--- src/rtl/pid_pkg.sv ---
// ----------------------------------------------------------------------------
// pid_pkg: shared types and constants for the pid controller
// Widths, register indexes, mode codes and the control structs.
// ----------------------------------------------------------------------------
package pid_pkg;

  localparam int DATA_W     = 16;
  localparam int FRAC_W     = 12;
  localparam int GAIN_W     = 16;
  localparam int ILIM_W     = 16;
  localparam int LIMIT_W    = 31;
  localparam int OUT_W      = LIMIT_W + 1;
  localparam int ERR_W      = DATA_W + 1;
  localparam int OP_W       = ERR_W + 2;
  localparam int PROD_W     = GAIN_W + 1 + OP_W;
  localparam int ACC_W      = OUT_W + FRAC_W + 4;
  localparam int CFG_IDX_W  = 3;
  localparam int CFG_DATA_W = 32;

  localparam logic [ILIM_W-1:0]  ILIM_RESET  = ILIM_W'(4000);
  localparam logic [LIMIT_W-1:0] LIMIT_RESET = {LIMIT_W{1'b1}};
  localparam longint FRAC_ONE = longint'(1) << FRAC_W;
  localparam longint RAW_MAX  = (longint'(1) << (OUT_W - 1)) - 1;

  localparam logic [CFG_IDX_W-1:0] REG_KP       = 3'd0;
  localparam logic [CFG_IDX_W-1:0] REG_KI       = 3'd1;
  localparam logic [CFG_IDX_W-1:0] REG_KD       = 3'd2;
  localparam logic [CFG_IDX_W-1:0] REG_MODE     = 3'd3;
  localparam logic [CFG_IDX_W-1:0] REG_ILIMIT   = 3'd4;
  localparam logic [CFG_IDX_W-1:0] REG_OUTLIMIT = 3'd5;

  localparam logic MODE_POS = 1'b0;
  localparam logic MODE_INC = 1'b1;

  typedef struct packed {
    logic [GAIN_W-1:0]  kp;
    logic [GAIN_W-1:0]  ki;
    logic [GAIN_W-1:0]  kd;
    logic               mode;
    logic [ILIM_W-1:0]  integral_limit;
    logic [LIMIT_W-1:0] out_limit;
  } cfg_t;

  typedef struct packed {
    logic signed [OUT_W-1:0] raw_drive;
    logic signed [OUT_W-1:0] drive;
  } result_t;

endpackage

--- src/rtl/pid_cfg.sv ---
// ----------------------------------------------------------------------------
// pid_cfg: configuration register file
// Holds gains, mode and limits; written through the cfg channel.
// ----------------------------------------------------------------------------
module pid_cfg (
  input  logic                             clk,
  input  logic                             rst,
  input  logic                             wr_en,
  input  logic [pid_pkg::CFG_IDX_W-1:0]    wr_index,
  input  logic [pid_pkg::CFG_DATA_W-1:0]   wr_data,
  output pid_pkg::cfg_t                    cfg
);

  always_ff @(posedge clk) begin
    if (rst) begin
      cfg.kp             <= '0;
      cfg.ki             <= '0;
      cfg.kd             <= '0;
      cfg.mode           <= pid_pkg::MODE_POS;
      cfg.integral_limit <= pid_pkg::ILIM_RESET;
      cfg.out_limit      <= pid_pkg::LIMIT_RESET;
    end else if (wr_en) begin
      unique case (wr_index)
        pid_pkg::REG_KP:       cfg.kp <= wr_data[pid_pkg::GAIN_W-1:0];
        pid_pkg::REG_KI:       cfg.ki <= wr_data[pid_pkg::GAIN_W-1:0];
        pid_pkg::REG_KD:       cfg.kd <= wr_data[pid_pkg::GAIN_W-1:0];
        pid_pkg::REG_MODE:     cfg.mode <= wr_data[0];
        pid_pkg::REG_ILIMIT:   cfg.integral_limit <= wr_data[pid_pkg::ILIM_W-1:0];
        pid_pkg::REG_OUTLIMIT: cfg.out_limit <= wr_data[pid_pkg::LIMIT_W-1:0];
        default: ;
      endcase
    end
  end

endmodule

--- src/rtl/pid_core.sv ---
// ----------------------------------------------------------------------------
// pid_core: one pid step with in-place state update
// Forms the error, the three gain products and the new accumulator, and
// updates error sum, error history and accumulator when a step is taken.
// ----------------------------------------------------------------------------
module pid_core (
  input  logic                              clk,
  input  logic                              rst,
  input  logic                              step,
  input  pid_pkg::cfg_t                     cfg,
  input  logic signed [pid_pkg::DATA_W-1:0] target,
  input  logic signed [pid_pkg::DATA_W-1:0] measured,
  input  logic                              clear_state,
  output pid_pkg::result_t                  res
);

  localparam int ERR_W  = pid_pkg::ERR_W;
  localparam int OP_W   = pid_pkg::OP_W;
  localparam int PROD_W = pid_pkg::PROD_W;
  localparam int ACC_W  = pid_pkg::ACC_W;
  localparam int OUT_W  = pid_pkg::OUT_W;
  localparam int FRAC_W = pid_pkg::FRAC_W;

  logic signed [ERR_W-1:0]    error_sum, last_error, prev_error;
  logic signed [ACC_W-1:0]    output_accum;

  logic signed [ERR_W-1:0]    sum_cur, last_cur, prev_cur, err, sum_new;
  logic signed [ERR_W:0]      sum_wide, ilim;
  logic signed [OP_W-1:0]     d1, d2, op_p, op_i, op_d;
  logic signed [pid_pkg::GAIN_W:0] kp_s, ki_s, kd_s;
  logic signed [PROD_W-1:0]   prod_p, prod_i, prod_d;
  logic signed [ACC_W-1:0]    acc_cur, acc_base, acc_new, rnd, adj, q_full;
  logic signed [ACC_W-1:0]    raw_max, raw_min, lim_fx, lim_neg, acc_lim;
  logic signed [OUT_W-1:0]    lim_out;
  logic                       over, under;

  always_comb begin
    sum_cur  = clear_state ? '0 : error_sum;
    last_cur = clear_state ? '0 : last_error;
    prev_cur = clear_state ? '0 : prev_error;
    acc_cur  = clear_state ? '0 : output_accum;

    err = ERR_W'(target) - ERR_W'(measured);

    // integral with symmetric clamp
    sum_wide = (ERR_W+1)'(sum_cur) + (ERR_W+1)'(err);
    ilim     = $signed((ERR_W+1)'(cfg.integral_limit));
    if (sum_wide > ilim) begin
      sum_new = ERR_W'(ilim);
    end else if (sum_wide < -ilim) begin
      sum_new = ERR_W'(-ilim);
    end else begin
      sum_new = ERR_W'(sum_wide);
    end

    d1 = OP_W'(err) - OP_W'(last_cur);
    d2 = OP_W'(err) - (OP_W'(last_cur) <<< 1) + OP_W'(prev_cur);

    op_p = (cfg.mode == pid_pkg::MODE_INC) ? d1 : OP_W'(err);
    op_i = (cfg.mode == pid_pkg::MODE_INC) ? OP_W'(err) : OP_W'(sum_new);
    op_d = (cfg.mode == pid_pkg::MODE_INC) ? d2 : d1;

    kp_s = $signed({1'b0, cfg.kp});
    ki_s = $signed({1'b0, cfg.ki});
    kd_s = $signed({1'b0, cfg.kd});

    prod_p = kp_s * op_p;
    prod_i = ki_s * op_i;
    prod_d = kd_s * op_d;

    acc_base = (cfg.mode == pid_pkg::MODE_INC) ? acc_cur : '0;
    acc_new  = acc_base + ACC_W'(prod_p) + ACC_W'(prod_i) + ACC_W'(prod_d);

    // divide by the fraction scale, rounding toward zero
    rnd    = acc_new[ACC_W-1] ? ACC_W'(pid_pkg::FRAC_ONE - 1) : '0;
    adj    = acc_new + rnd;
    q_full = adj >>> FRAC_W;

    raw_max = ACC_W'(pid_pkg::RAW_MAX);
    raw_min = -raw_max;
    if (q_full > raw_max) begin
      res.raw_drive = raw_max[OUT_W-1:0];
    end else if (q_full < raw_min) begin
      res.raw_drive = raw_min[OUT_W-1:0];
    end else begin
      res.raw_drive = q_full[OUT_W-1:0];
    end

    // output clamp on the accumulator
    lim_fx  = $signed(ACC_W'({cfg.out_limit, FRAC_W'(0)}));
    lim_neg = -lim_fx;
    lim_out = $signed({1'b0, cfg.out_limit});
    over    = acc_new > lim_fx;
    under   = acc_new < lim_neg;
    if (over) begin
      acc_lim   = lim_fx;
      res.drive = lim_out;
    end else if (under) begin
      acc_lim   = lim_neg;
      res.drive = -lim_out;
    end else begin
      acc_lim   = acc_new;
      res.drive = q_full[OUT_W-1:0];
    end
  end

  always_ff @(posedge clk) begin
    if (rst) begin
      error_sum    <= '0;
      last_error   <= '0;
      prev_error   <= '0;
      output_accum <= '0;
    end else if (step) begin
      error_sum    <= (cfg.mode == pid_pkg::MODE_INC) ? sum_cur : sum_new;
      prev_error   <= (cfg.mode == pid_pkg::MODE_INC) ? last_cur : prev_cur;
      last_error   <= err;
      output_accum <= acc_lim;
    end
  end

endmodule

--- src/rtl/pid_controller_pos_incr.sv ---
// ----------------------------------------------------------------------------
// pid_controller_pos_incr: fixed-point pid step, positional or incremental
// Input channel (in_valid/in_stall) carries target, measured and
// clear_state; output channel (out_valid/out_stall) returns raw_drive and
// drive, one result per input transaction, in order.
// A transaction is registered at the input, computed in a single pass
// through the error, gain multipliers and clamps, and lands in the output
// register.
// Throughput is one transaction per cycle while out_stall is low; controller
// state is updated in place as each transaction leaves the input register.
// When out_stall is high the output holds and the input register still
// takes one more transaction; in_stall rises only when both are full.
// cfg channel writes gains, mode and limits (cfg_ready is always high);
// write only while no transaction is in flight.
// Reset clears both pipeline valid bits, the error sum, the error history
// and the accumulator, and returns the cfg registers to their reset values.
// ----------------------------------------------------------------------------
module pid_controller_pos_incr (
  input  logic                              clk,
  input  logic                              rst,
  input  logic                              in_valid,
  output logic                              in_stall,
  input  logic signed [pid_pkg::DATA_W-1:0] target,
  input  logic signed [pid_pkg::DATA_W-1:0] measured,
  input  logic                              clear_state,
  output logic                              out_valid,
  input  logic                              out_stall,
  output logic signed [pid_pkg::OUT_W-1:0]  raw_drive,
  output logic signed [pid_pkg::OUT_W-1:0]  drive,
  input  logic                              cfg_valid,
  output logic                              cfg_ready,
  input  logic [pid_pkg::CFG_IDX_W-1:0]     cfg_index,
  input  logic [pid_pkg::CFG_DATA_W-1:0]    cfg_data
);

  pid_pkg::cfg_t                     cfg;
  pid_pkg::result_t                  res;
  logic                              s1_valid;
  logic signed [pid_pkg::DATA_W-1:0] s1_target, s1_measured;
  logic                              s1_clear;
  logic                              advance;
  logic                              step;

  assign cfg_ready = 1'b1;
  assign advance   = !out_valid || !out_stall;
  assign in_stall  = s1_valid && !advance;
  assign step      = s1_valid && advance;

  pid_cfg u_cfg (
    .clk      (clk),
    .rst      (rst),
    .wr_en    (cfg_valid && cfg_ready),
    .wr_index (cfg_index),
    .wr_data  (cfg_data),
    .cfg      (cfg)
  );

  pid_core u_core (
    .clk         (clk),
    .rst         (rst),
    .step        (step),
    .cfg         (cfg),
    .target      (s1_target),
    .measured    (s1_measured),
    .clear_state (s1_clear),
    .res         (res)
  );

  // input register
  always_ff @(posedge clk) begin
    if (rst) begin
      s1_valid <= 1'b0;
    end else if (!in_stall) begin
      s1_valid <= in_valid;
    end
  end

  always_ff @(posedge clk) begin
    if (in_valid && !in_stall) begin
      s1_target   <= target;
      s1_measured <= measured;
      s1_clear    <= clear_state;
    end
  end

  // output register
  always_ff @(posedge clk) begin
    if (rst) begin
      out_valid <= 1'b0;
    end else if (advance) begin
      out_valid <= s1_valid;
    end
  end

  always_ff @(posedge clk) begin
    if (step) begin
      raw_drive <= res.raw_drive;
      drive     <= res.drive;
    end
  end

`ifndef SYNTHESIS
  a_stall_only_when_full: assert property (@(posedge clk) disable iff (rst)
    in_stall |-> (s1_valid && out_valid && out_stall))
    else $error("input stalled with room in the pipeline");

  a_held_item_kept: assert property (@(posedge clk) disable iff (rst)
    (s1_valid && !advance) |=> s1_valid)
    else $error("stalled transaction dropped from input register");

  a_drive_in_limit: assert property (@(posedge clk) disable iff (rst)
    out_valid |-> ($signed(drive) <= $signed({1'b0, cfg.out_limit}) &&
                   $signed(drive) >= -$signed({1'b0, cfg.out_limit})))
    else $error("drive outside output limit");

  a_raw_saturated: assert property (@(posedge clk) disable iff (rst)
    out_valid |-> (raw_drive != $signed({1'b1, {(pid_pkg::OUT_W-1){1'b0}}})))
    else $error("raw_drive reached the most negative code");
`endif

endmodule
--- config.mk ---
export PLATFORM = sky130hd
export DESIGN_NAME = pid_controller_pos_incr
export DESIGN_NICKNAME = d
export VERILOG_FILES = /design/src/rtl/pid_pkg.sv /design/src/rtl/pid_cfg.sv /design/src/rtl/pid_core.sv /design/src/rtl/pid_controller_pos_incr.sv
export SDC_FILE = /design/constraint.sdc
export NUM_CORES = 2
export LEC_CHECK = 0
export BUFFER_PORTS_ARGS = -buffer_cell sky130_fd_sc_hd__buf_2
export CAP_MARGIN = 20
export CORE_MARGIN = 2
export CORE_UTILIZATION = 55
export CTS_CLUSTER_SIZE = 20
export DETAILED_ROUTE_END_ITERATION = 10
export PLACE_DENSITY = 0.67
export SLEW_MARGIN = 20
export SYNTH_ARGS = -nofsm -noshare
export SYNTH_HDL_FRONTEND = slang
export SYNTH_HIERARCHICAL = 1
export SYNTH_SLANG_ARGS = --single-unit
--- constraint.sdc ---
create_clock -name clk -period 50.4 [get_ports clk]
set_input_delay 2.52 -clock clk [delete_from_list [all_inputs] [get_ports clk]]
set_output_delay 2.52 -clock clk [all_outputs]
set_load 0.02 [all_outputs]
# ---- Word level (Yosys, flattened, before mapping)
# Index checks and enable logic that the tools add are counted.
dict set report classes {
  mux 18
  div_mod_pow 0
  addsub 12
  reduce_logical 16
  multipliers 3
  eq_ne 5
  magnitude_cmp 6
  bitwise_logic 0
  shift 0
}
# cell n
set op_table {}
lappend op_table {{2-to-1 mux 48 bit} 4}
lappend op_table {{adder 48 x 36 -> 48 bit} 3}
lappend op_table {{2-to-1 mux 17 bit} 7}
lappend op_table {{multiplier 17 x 19 -> 36 bit} 3}
lappend op_table {{2-to-1 mux 32 bit} 2}
lappend op_table {{2-to-1 mux 19 bit} 3}
lappend op_table {{adder 48 x 13 -> 48 bit} 1}
lappend op_table {{> comparator 48 x 44 -> 1 bit} 1}
lappend op_table {{less-than comparator 48 bit} 1}
lappend op_table {{negator 43 -> 48 bit} 1}
lappend op_table {{> comparator 36 x 32 -> 1 bit, second input constant} 1}
lappend op_table {{less-than comparator 36 x 32 -> 1 bit, second input constant} 1}
lappend op_table {{negator 31 -> 32 bit} 1}
lappend op_table {{2-to-1 mux 31 bit} 1}
lappend op_table {{adder 19 x 17 -> 19 bit} 1}
lappend op_table {{subtractor 17 x 18 -> 19 bit} 1}
lappend op_table {{adder 17 x 17 -> 18 bit} 1}
lappend op_table {{> comparator 18 x 17 -> 1 bit} 1}
lappend op_table {{less-than comparator 18 bit} 1}
lappend op_table {{negator 16 -> 18 bit} 1}
lappend op_table {{subtractor 17 x 17 -> 18 bit} 1}
lappend op_table {{subtractor 16 x 16 -> 17 bit} 1}
lappend op_table {{2-to-1 mux 12 bit} 1}
lappend op_table {{AND reduction 2 bit} 6}
lappend op_table {{8 further kinds} 15}
dict set report word_totals {
  in_bits 73
  romBits 0
  ramBits 0
  output_inout_bits 67
  memories 0
  latchBits 0
  register_bits 294
}

# ---- Longest topological paths before layout
dict set report depth {
  ltp_word 13
  ltp_mapped 76
}

# ---- Cells and area by module
# The synthesis kept the hierarchy.
# mod area_per_inst_um2 seq_area_each_um2 cells_per_inst instances
set modules_own_cells {}
lappend modules_own_cells {pid_core 53349.9 1981.9 6160 1}
lappend modules_own_cells {pid_cfg 3821.2 1921.8 371 1}
lappend modules_own_cells {pid_controller_pos_incr 3010.4 2952.8 109 1}

# ---- Least setup slack after synthesis
# Ideal clock, no wire load.
dict set report synth_path {
  path_type {reg2reg}
  from {register s1_target[0] (netlist bit)}
  to {register raw_drive[0] (netlist bit), data pin}
  path_stages_with_launch 71
  path_slack_ns 33.829
  arrival_time_ns 16.413
  path_buffers 7
  setup_time_ns 0.158
  path_cell_list {edfxtp_1 -> inv_1 -> ha_1 -> inv_1 -> fa_1 -> a211oi_1 -> o211ai_1 -> a21oi_2 -> mux2_2 -> a21o_1 -> a21oi_1 -> o21bai_1 -> a21oi_1 -> xor2_1 -> inv_1 -> ha_1 -> nand2_1 -> nand2_1 -> [35 not listed] -> or3_1 -> clkbuf_1 -> nand2_1 -> ha_1 -> a21o_1 -> a21o_1 -> a41o_1 -> o41ai_1 -> nor4b_1 -> and3_1 -> and4_1 -> buf_2 -> and4_1 -> clkbuf_1 -> a2111o_1 -> a21boi_1 -> nand4_1 -> a22oi_1}
}
dict set report synth_via {
  elab_chain_len 13
  word_cells_on_any_way 23
  classes_between {9 x add/sub; 3 x mul; 4 x order compare; 6 x mux; 1 x reduce/logical}
}
# element line
set synth_rtl {}
lappend synth_rtl {{from (decl)} pid_controller_pos_incr.sv:39} ;# logic signed [pid_pkg::DATA_W-1:0] s1_target, s1_measured;
lappend synth_rtl {{from (signal assigned)} pid_controller_pos_incr.sv:80} ;# s1_target <= target;
lappend synth_rtl {{subtractor 16 x 16 -> 17 bit (*)} pid_core.sv:43} ;# err = ERR_W'(target) - ERR_W'(measured);
lappend synth_rtl {{net u_core.err[14]} pid_core.sv:27} ;# logic signed [ERR_W-1:0] sum_cur, last_cur, prev_cur, err, sum_new;
lappend synth_rtl {{parallel branches: the longest is 7 deep, another holds adder 48 x 36 -> 48 bit} -}
lappend synth_rtl {{adder 48 x 36 -> 48 bit (*)} pid_core.sv:72} ;# acc_new = acc_base + ACC_W'(prod_p) + ACC_W'(prod_i) + ACC_W'(prod_d);
lappend synth_rtl {{2-to-1 mux 12 bit} pid_core.sv:75} ;# rnd = acc_new[ACC_W-1] ? ACC_W'(pid_pkg::FRAC_ONE - 1) : '0;
lappend synth_rtl {{adder 48 x 13 -> 48 bit (*)} pid_core.sv:76} ;# adj = acc_new + rnd;
lappend synth_rtl {{less-than comparator 36 x 32 -> 1 bit or > comparator 36 x 32 -> 1 bit (tied branches)} {pid_core.sv:83, pid_core.sv:81}}
lappend synth_rtl {{OR reduction 2 bit (no source line)} -}
lappend synth_rtl {{to (signal assigned)} pid_controller_pos_incr.sv:97} ;# raw_drive <= res.raw_drive;
lappend synth_rtl {{to (decl)} pid_controller_pos_incr.sv:28} ;# output logic signed [pid_pkg::OUT_W-1:0] raw_drive,
# Mark *: on every way through the listed nets, which the timed path passes.
# A chain may end at the register's enable or synchronous reset.

# ---- Final worst setup path
dict set report layout_path {
  from {register s1_target[0] (netlist bit)}
  to {register raw_drive[18] (netlist bit), data pin}
}
dict set report layout_via {
  elab_chain_len 13
  word_cells_on_any_way 23
  classes_between {9 x add/sub; 3 x mul; 4 x order compare; 7 x mux}
}
# element line
set layout_rtl {}
lappend layout_rtl {{subtractor 16 x 16 -> 17 bit (*)} pid_core.sv:43}
lappend layout_rtl {{net u_core.err[8]} pid_core.sv:27}
lappend layout_rtl {{parallel branches: the longest is 7 deep, another holds adder 48 x 36 -> 48 bit} -}
lappend layout_rtl {{adder 48 x 36 -> 48 bit (*)} pid_core.sv:72}
lappend layout_rtl {{2-to-1 mux 12 bit} pid_core.sv:75}
lappend layout_rtl {{adder 48 x 13 -> 48 bit (*)} pid_core.sv:76}
lappend layout_rtl {{less-than comparator 36 x 32 -> 1 bit} pid_core.sv:83} ;# end else if (q_full < raw_min) begin
lappend layout_rtl {{2-to-1 mux 32 bit} pid_core.sv:83}
# Marks and branches as above.

==> impl_metrics.py <==
metrics = {
    "place": {
        "portBuffers": 137,
        "gp_congestion": 0.941,
        "dpl.hpwl_um": 145000,
        "placed_cells": 8020,
        "post_dp_cell_area_mm2": 0.0624,
    },
    "sta": {
        "fin_skew_ns": 0.0421,
        "drv_slew": 0,
        "rsz0062_at_grt": "no",
        "max_freq_mhz": 48.4,
        "fin_crit_ns": 20.68,
        "worst_pin_slew_ns": 1.18,
        "setup_tns_ns": 0,
        "maxSlewHeadroom_pct": 21.2,
        "hold-worst-slack_ns": 0.438,
        "post-route-period-util_pct": 41.0,
        "hold_violations": 0,
        "setup_violations": 0,
    },
    "yosys": {
        "async_flop_share_pct": 0,
        "syn_area_mm2": 0.0602,
        "syn_nets": 8297,
        "synth-main-ff-cell": "dfxtp_1",
        "yosysSeqAreaShare_pct": 11.4,
        "ys_ff_latch": 294,
        "synth.distinct_cells": 106,
        "syn_avg_cell_area_um2": 9.06,
        "yosys_warnings": 6,
        "synth_edf_count": 97,
        "synth_cells": 6640,
    },
    "floorplanning": {
        "io_pins": 140,
        "die-area_mm2": 0.112,
        "placementRows": 121,
        "fp.dieH_um": 335,
        "die_w_um": 335,
        "start_util_pct": 55.4,
        "coreArea_mm2": 0.109,
    },
    "routing": {
        "route.detailed.drc": 0,
        "vias": 45633,
        "wl_um": 175000,
        "ant_nets": 0,
        "drt-pass1-iter-count": 6,
        "viasPerCell": 5.64,
        "drt-initial-drc-count": 3398,
        "post_drt_wl_per_cell_um": 21.6,
    },
    "layout": {
        "areaGrowthSynthToFinish_pct": 5.72,
        "nets": 8299,
        "final_common_cell": "inv_1",
        "fillers": 9712,
        "final_cell_area_mm2": 0.0636,
        "layoutNonFillerInstCount": 8086,
        "layout_common_cells": "inv_1, fa_1, nand2_1",
        "drive_above_1_share_pct": 6.03,
    },
    "power": {
        "power.density_mw_per_mm2": 40.6,
        "p_leak_nw": 31.2,
        "ir_drop_mv": 0.0849,
    },
    "run": {
        "cap_violations": 0,
    },
    "worst_setup_path": {
        "cp.required_ns": 50.78,
        "cp_max_fo": 39,
        "max_stage_delay_ns": 0.83,
        "worstPathArrival_ns": 21.06,
        "cp-start-kind": "flop",
        "crit_path_end_kind": "flop",
        "critPathKind": "reg -> reg",
        "crit_path_top_delay_cell": "fa_1",
    },
    "global_routing": {
        "grt-ovfl-total": 0,
        "groute.usage.overall_pct": 32.2,
        "antenna_found_initial": 5,
        "grt_pass1_wl_um": 278000,
        "grt_max_degree": 112,
        "grt_pass1_vias": 47592,
    },
    "clock_network": {
        "cts_max_level": 2,
        "cts_sinks": 294,
        "clock_latency_ns": 0.60,
        "cts_root_buf": "clkbuf_16",
        "clkTransAtPathRegs_ns": 0.06,
        "cts_setup_buffers": 0,
        "numCtsBuffers": 34,
        "clock_path_buffers": 3,
        "cts_tree": "yes",
        "cts_resized": 0,
        "holdBufCountCts": 0,
    },
    "status": {
        "status": "finished, final reports clean",
    },
    "hold_path": {
        "hold_path.class": "reg -> reg",
    },
}
## worst max-delay path: cells and delay by family, from the launching register on
family | cells | cell delay [ns]
AOI/OAI and AO/OA | 18 | 4.86
xor gates and xnor gates | 2 | 0.90
adders and majority gates | 15 | 7.35
buffers and inverters | 12 | 2.03
DFF | 1 | 0.36
muxes | 1 | 0.17
and+or+nand+nor | 17 | 4.76
## synthesized netlist by cell type (7+ instances only)
cell type / count / area [µm²]
o31ai_1: 17 / 128
nor2b_1: 83 / 519
buf_1: 19 / 71.3
nand3_1: 69 / 345
a31oi_1: 20 / 125
o21ai_0: 123 / 616
nand2b_1: 133 / 832
inv_1: 1461 / 5480
xor2_1: 39 / 342
o21a_1: 27 / 203
o22ai_1: 16 / 100
nor2_1: 318 / 1190
dfxtp_1: 197 / 3940
nand4_1: 44 / 275
o21ai_1: 12 / 60.1
nand2_1: 604 / 2270
o211ai_1: 21 / 158
a22o_1: 11 / 96.3
buf_4: 7 / 52.6
or3_1: 23 / 144
nor4_1: 23 / 144
or2_2: 10 / 62.6
clkbuf_1: 193 / 724
fa_1: 1179 / 23600
a21boi_0: 14 / 105
or4_1: 8 / 60.1
nor3_1: 67 / 335
edfxtp_1: 97 / 2910
xnor2_1: 122 / 1070
mux2i_1: 125 / 1250
a22oi_1: 27 / 203
and4_1: 14 / 123
a21oi_1: 195 / 976
a2111oi_0: 9 / 78.8
buf_2: 44 / 220
and2_1: 519 / 3250
ha_1: 405 / 5070
a21o_1: 76 / 571
mux2_2: 23 / 259
o21bai_1: 16 / 120
a211oi_1: 43 / 323
and3_1: 36 / 225
## per-layer routing
metal  global-route usage [%]  part of all wire [%]  vias to the layer above
met5                        0                     0                        -
met4                     10.5                   3.7                        0
met3                     5.25                   7.3                      309
met2                     52.1                    46                     1588
met1                     44.5                    43                    23274
li1                         -                     -                    20462
## power breakdown
group	leakage (nW)	total (mW)	internal, mW	switching [mW]
combinational	28.1	1.94	0.655	1.29
sequential	2.52	0.353	0.328	0.0258
clock	0.595	0.283	0.163	0.120
total	31.2	2.58	1.15	1.44
## final timing paths
| kind | cells after the start | to | start | slack (ns) |
|---|---|---|---|---|
| min | 2 | u_core/error_sum[11] | u_core/error_sum[11] | 0.44 |
| min reg2reg | 2 | u_core/error_sum[11] | u_core/error_sum[11] | 0.44 |
| max | 65 | raw_drive[18] | s1_target[0] | 29.72 |
| max reg2reg | 65 | raw_drive[18] | s1_target[0] | 29.72 |
## cells by family (layout without fill, tap and decap cells)
group           count (synthesis)  count (layout)  share of synthesized area (%)
mux                           150             150                           2.55
simple gates                 1982            1982                           16.7
flops                         294             294                           11.4
xor+xnor                      164             164                           2.44
fa+ha+maj                    1584            1584                           47.6
other cells                     1               5                        0.00623
compound gates                731             731                           8.21
buf+inv                      1734            1762                           11.0
## registers in the layout, summed over array words and instances (netlist names)
signal / flops
u_core/prev_error: 17
s1_clear: 1
s1_valid: 1
raw_drive: 32
s1_measured: 16
drive: 32
u_core/output_accum: 48
u_core/last_error: 17
s1_target: 16
out_valid: 1
u_cfg/cfg: 96
u_core/error_sum: 17
## area by class of cell
type	instances	area (µm²)	area share [%]
Sequential cell	294	6860	10.8
Clock buffer	41	917	1.44
Clock inverter	21	309	0.486
Antenna cell	4	10.0	0.0157
Inverter	1464	5500	8.64
Tap cell	1414	1770	2.78
Timing Repair Buffer	236	1450	2.28
Multi-Input combinational cell	4612	46800	73.6
## stage by stage
step           total power, mW  setup WS [ns]  utilization, %
5_1_grt                   2.77          28.51            58.5
3_3_place_gp              2.24          30.37            57.4
2_1_floorplan             1.61          33.83               -
3_5_place_dp              2.25          30.16            57.4
4_1_cts                   2.55          30.08            58.5
6_report                  2.58          29.72            58.5
(Power assumes the default switching activity.)
